**config.mk**
```make
export PLATFORM = sky130hd
export DESIGN_NAME = sau_combine
export DESIGN_NICKNAME = d
export VERILOG_FILES = /design/src/hw/rtl/sau_pkg.sv /design/src/hw/rtl/sau_combine.sv
export SDC_FILE = /design/constraint.sdc
export NUM_CORES = 1
export LEC_CHECK = 0
export ABC_AREA = 1
export BUFFER_PORTS_ARGS = -buffer_cell sky130_fd_sc_hd__buf_2
export CAP_MARGIN = 30
export CORE_AREA = 2 2 180 182
export DETAILED_ROUTE_END_ITERATION = 7
export DIE_AREA = 0 0 182 184
export SLEW_MARGIN = 20
export SYNTH_ARGS = -nofsm -noshare
export SYNTH_HDL_FRONTEND = slang
export SYNTH_SLANG_ARGS = --single-unit
export TNS_END_PERCENT = 100
```
**constraint.sdc**
```tcl
create_clock -name vclk -period 5.05
set_clock_uncertainty 0.1 [all_clocks]
set_input_delay 0.2525 -clock vclk [all_inputs]
set_output_delay 0.2525 -clock vclk [all_outputs]
set_load 0.05 [all_outputs]
```
**src/hw/rtl/sau_pkg.sv**
```systemverilog
package sau_pkg;

  localparam int SLOT_COUNT = 1024;
  localparam int ADDR_W     = $clog2(SLOT_COUNT);
  localparam int WORD_W     = 64;

  // Element width codes held in the configuration register.
  localparam logic [1:0] KIND_INT8  = 2'd0;
  localparam logic [1:0] KIND_INT16 = 2'd1;
  localparam logic [1:0] KIND_INT32 = 2'd2;
  localparam logic [1:0] KIND_INT64 = 2'd3;

  // Operation codes; any code above OP_SET_FIRST acts as a gather.
  localparam logic [2:0] OP_SET       = 3'd0;
  localparam logic [2:0] OP_ADD       = 3'd1;
  localparam logic [2:0] OP_MAX       = 3'd2;
  localparam logic [2:0] OP_MIN       = 3'd3;
  localparam logic [2:0] OP_ADD_ONE   = 3'd4;
  localparam logic [2:0] OP_SET_FIRST = 3'd5;
  localparam logic [2:0] OP_GATHER    = 3'd6;

  typedef logic [1:0] kind_t;

  typedef struct packed {
    logic [2:0]               op;
    logic [9:0]               slot_index;
    logic signed [WORD_W-1:0] in_value;
    logic                     in_is_null;
  } item_t;

  typedef struct packed {
    logic signed [WORD_W-1:0] slot_value;
    logic                     slot_is_null;
  } result_t;

  typedef struct packed {
    logic              en;
    logic [ADDR_W-1:0] addr;
    logic [WORD_W-1:0] data;
  } ram_wr_t;

  typedef struct packed {
    logic              write_en;
    logic [WORD_W-1:0] next_value;
    logic              is_null;
  } upd_t;

  function automatic logic [WORD_W-1:0] sext_elem(input kind_t kind,
                                                  input logic [WORD_W-1:0] x);
    logic [WORD_W-1:0] r;
    begin
      case (kind)
        KIND_INT8:  r = {{(WORD_W-8){x[7]}}, x[7:0]};
        KIND_INT16: r = {{(WORD_W-16){x[15]}}, x[15:0]};
        KIND_INT32: r = {{(WORD_W-32){x[31]}}, x[31:0]};
        default:    r = x;
      endcase
      return r;
    end
  endfunction

  // The null sentinel is the minimum of the element type, sign-extended.
  function automatic logic [WORD_W-1:0] sentinel(input kind_t kind);
    logic [WORD_W-1:0] r;
    begin
      r = sext_elem(kind, {1'b0, {(WORD_W-8){1'b0}}, 7'd0} |
                          (WORD_W'(1) << ((WORD_W'(8) << kind) - WORD_W'(1))));
      return r;
    end
  endfunction

endpackage

```
**src/hw/rtl/sau_combine.sv**
```systemverilog
module sau_combine (
  input  sau_pkg::kind_t              kind,
  input  logic [2:0]                  op,
  input  logic [sau_pkg::WORD_W-1:0]  cur_word,
  input  logic [sau_pkg::WORD_W-1:0]  in_value,
  input  logic                        in_is_null,
  output sau_pkg::upd_t               upd
);
  import sau_pkg::*;

  logic [WORD_W-1:0] cur;
  logic [WORD_W-1:0] val;
  logic [WORD_W-1:0] null_s;
  logic [WORD_W-1:0] addend;
  logic [WORD_W-1:0] sum;
  logic              val_gt;
  logic              scatter;
  logic [WORD_W-1:0] nxt;

  always_comb begin
    cur     = sext_elem(kind, cur_word);
    val     = sext_elem(kind, in_value);
    null_s  = sentinel(kind);
    // Add and add-one share one adder.
    addend  = (op == OP_ADD_ONE) ? WORD_W'(1) : val;
    sum     = sext_elem(kind, cur + addend);
    val_gt  = $signed(val) > $signed(cur);
    scatter = (op <= OP_SET_FIRST) && !in_is_null;
    nxt     = cur;
    if (scatter) begin
      if (cur == null_s) begin
        nxt = val;
      end else begin
        case (op)
          OP_SET:     nxt = val;
          OP_ADD:     nxt = sum;
          OP_MAX:     nxt = val_gt ? val : cur;
          OP_MIN:     nxt = val_gt ? cur : val;
          OP_ADD_ONE: nxt = sum;
          default:    nxt = cur;
        endcase
      end
    end
    upd.write_en   = scatter;
    upd.next_value = nxt;
    upd.is_null    = (nxt == null_s);
  end

endmodule

```
==> flow_metrics.py <==
metrics = {
    "run_status": {
        "outcome": "finished, final reports clean",
    },
    "hold_path": {
        "holdPathEnd": "upd[4]",
        "hold_path_class": "primary input to output pin",
        "hold_depth": 5,
        "hp-start": "cur_word[3]",
    },
    "timing": {
        "finalMaxSlewViolations": 0,
        "hold_viol": 0,
        "tightest_slew_ps": 874,
        "slew_headroom_pct": 41.3,
        "setup_viol": 0,
        "rsz0062_at_grt": "true",
        "min_period_ps": 5050,
        "fmaxAchievable_mhz": 198,
        "fin_crit_sh_pct": 99.9,
        "whs_ps": 1020,
    },
    "floorplan": {
        "start_util_pct": 39.7,
        "die_x_um": 182,
        "fp.dieH_um": 184,
        "core_sq_um": 31400,
        "die_area_sq_um": 33500,
        "io_pins": 200,
        "row_count": 65,
    },
    "worst_setup_path": {
        "crit_path_end_kind": "output pin",
        "crit_fanout": 13,
        "cp.arrival_ps": 4690,
        "cpPeakStageDelay_ps": 230,
        "cp_slowest_cell": "ha_1",
        "required_ps": 4700,
        "worstSetupPathType": "primary input to output pin",
        "path_buf_inv": 10,
        "crit_family": "simple AND/OR/NAND/NOR gates",
        "crit_path_start_kind": "primary input",
        "worst_path_most_repeated_cell": "nand2_1",
        "startpoint": "kind[1]",
    },
    "power_and_ir_drop": {
        "clockPowerShare_pct": 0,
        "p_sw_share_pct": 59.6,
        "comb_power_share_pct": 100.0,
        "leakage_nw": 10.9,
        "p_seq_share_pct": 0,
        "intPower_mw": 1.67,
        "power_switching_mw": 2.46,
        "p_per_area_nw_per_um2": 216,
        "total_power_mw": 4.13,
        "irDropWorstVdd_mv": 0.131,
    },
    "job": {
        "drv_cap": 0,
    },
    "routing": {
        "wire_per_inst_um": 20.3,
        "drc": 0,
        "avgViaCountPerCell": 5.65,
        "dr.first_iter.drc_count": 2107,
        "routed_wl_mm": 75.0,
        "routed-via-count": 20800,
        "firstDrtPassIters": 7,
        "ant_nets": 0,
    },
    "global_routing": {
        "overflow": 0,
        "grt_first_pass_wirelength_mm": 110,
        "grt_start_max_net_pins": 71,
        "grt_pass1_vias": 20000,
        "antenna_found_initial": 0,
        "grt_use_total_pct": 42.4,
    },
    "placement": {
        "io_buffers": 200,
        "dp_hpwl_mm": 62.4,
        "gp_congestion": 1.12,
    },
    "final_layout": {
        "area_growth_pct": 53.6,
        "final-seq-area_sq_um": 0,
        "num-clock-buffers": 0,
        "multiInputGateArea_sq_um": 11100,
        "drive_above_1_share_pct": 29.9,
        "fin_nets": 3551,
        "n_fill_cell": 3235,
        "utilization_pct": 61.0,
        "n_sequential_cell": 0,
        "diodes": 0,
    },
    "synthesis": {
        "synthTopCellsByArea": "nand2_1 (23%), ha_1 (13%), inv_1 (12%)",
        "syn_nets": 2822,
        "syn_inst": 2559,
        "syn_area_per_cell_sq_um": 4.87,
        "yosys.area.top_type": "nand2_1",
        "syn_area_sq_um": 12500,
        "synth_cell_types": 47,
        "seq_area_frac_synth_pct": 0,
        "synth_top_cell_area_share_pct": 23.0,
        "yosys_warnings": 0,
    },
}
-- stage by stage --
stage	setup WS, ps	TNS (ps)	cells	cell area [sq um]
final	3.17	0	3688	19100
after global routing	-189	-189	3688	19100
after floorplan	18.7	0	2559	12500
after CTS	1.76	0	3672	18600
after global placement	-520	-622	3658	18300
after detailed placement	-483	-483	3658	18300
-- cell usage in the layout (no fill, tap or decap), types with 8 or more instances in the layout --
master | synthesis | layout
nand4_1 | 39 | 39
a21boi_0 | 30 | 15
inv_2 | 9 | 16
buf_4 | 3 | 589
nor2_1 | 252 | 222
ha_1 | 128 | 121
a21boi_1 | 1 | 16
nor3_1 | 25 | 21
nand2_1 | 763 | 738
o211ai_1 | 8 | 8
o21ai_1 | 21 | 38
nand2_2 | 9 | 28
a21oi_1 | 256 | 231
nand3_1 | 226 | 219
nor4_1 | 13 | 13
o21ai_0 | 208 | 176
inv_1 | 385 | 376
o21bai_1 | 12 | 12
buf_2 | 12 | 197
nor2_4 | 3 | 9
a21o_1 | 14 | 14
buf_12 | 0 | 23
o21ai_2 | 1 | 16
nor2_2 | 0 | 24
o21a_1 | 8 | 8
nand3_2 | 10 | 12
a21oi_2 | 2 | 24
-- Yosys cell counts, types with 21 or more instances --
cell	n
nand2_1	763
nor3_1	25
a21boi_0	30
o21ai_1	21
nor2_1	252
nand4_1	39
clkbuf_1	56
inv_1	385
nand3_1	226
o21ai_0	208
ha_1	128
a21oi_1	256
-- repair_timing --
action                                  CTS  global route
hold buffers                              0             0
hold endpoints to repair                  0             0
endpoints found under the setup margin    2             4
pin swaps                                 9            31
resized for setup                        56           121
buffers inserted                         13            13
cloned                                    1             3
-- cell type report --
type	count	share of cell area, %
Tap cell	402	2.63
Timing Repair Buffer	816	31.4
Inverter	395	7.78
Multi-Input combinational cell	2075	58.2
-- power groups by stage --
stage	Clock [mW]	Combinational (mW)	Sequential, mW
finish	0	4.13	0
global route	0	4.42	0
CTS	0	3.90	0
detailed placement	0	3.81	0
global placement	0	3.79	0
floorplan	0	1.99	0
-- metal layers --
metal / wire (um) / track usage [%]
met2: 32900 / 71.6
met5: 0 / 0
met1: 27200 / 47.6
met4: 7670 / 35.8
met3: 7220 / 5.67
-- kinds of logic after synthesis --
family                     synth area share (%)
AOI/OAI and AO/OA                          25.2
xor gates and xnor gates                  0.703
adders and majority gates                  13.0
buffers and inverters                      15.1
and+or+nand+nor                            46.0
-- worst max path at each step --
stage               to  cells past startpoint
3_5_place_dp    upd[0]                     34
4_1_cts         upd[0]                     38
2_1_floorplan  upd[38]                     24
3_3_place_gp    upd[0]                     35
6_report        upd[0]                     37
5_1_grt         upd[0]                     41
Power figures use the tool's default switching activity.
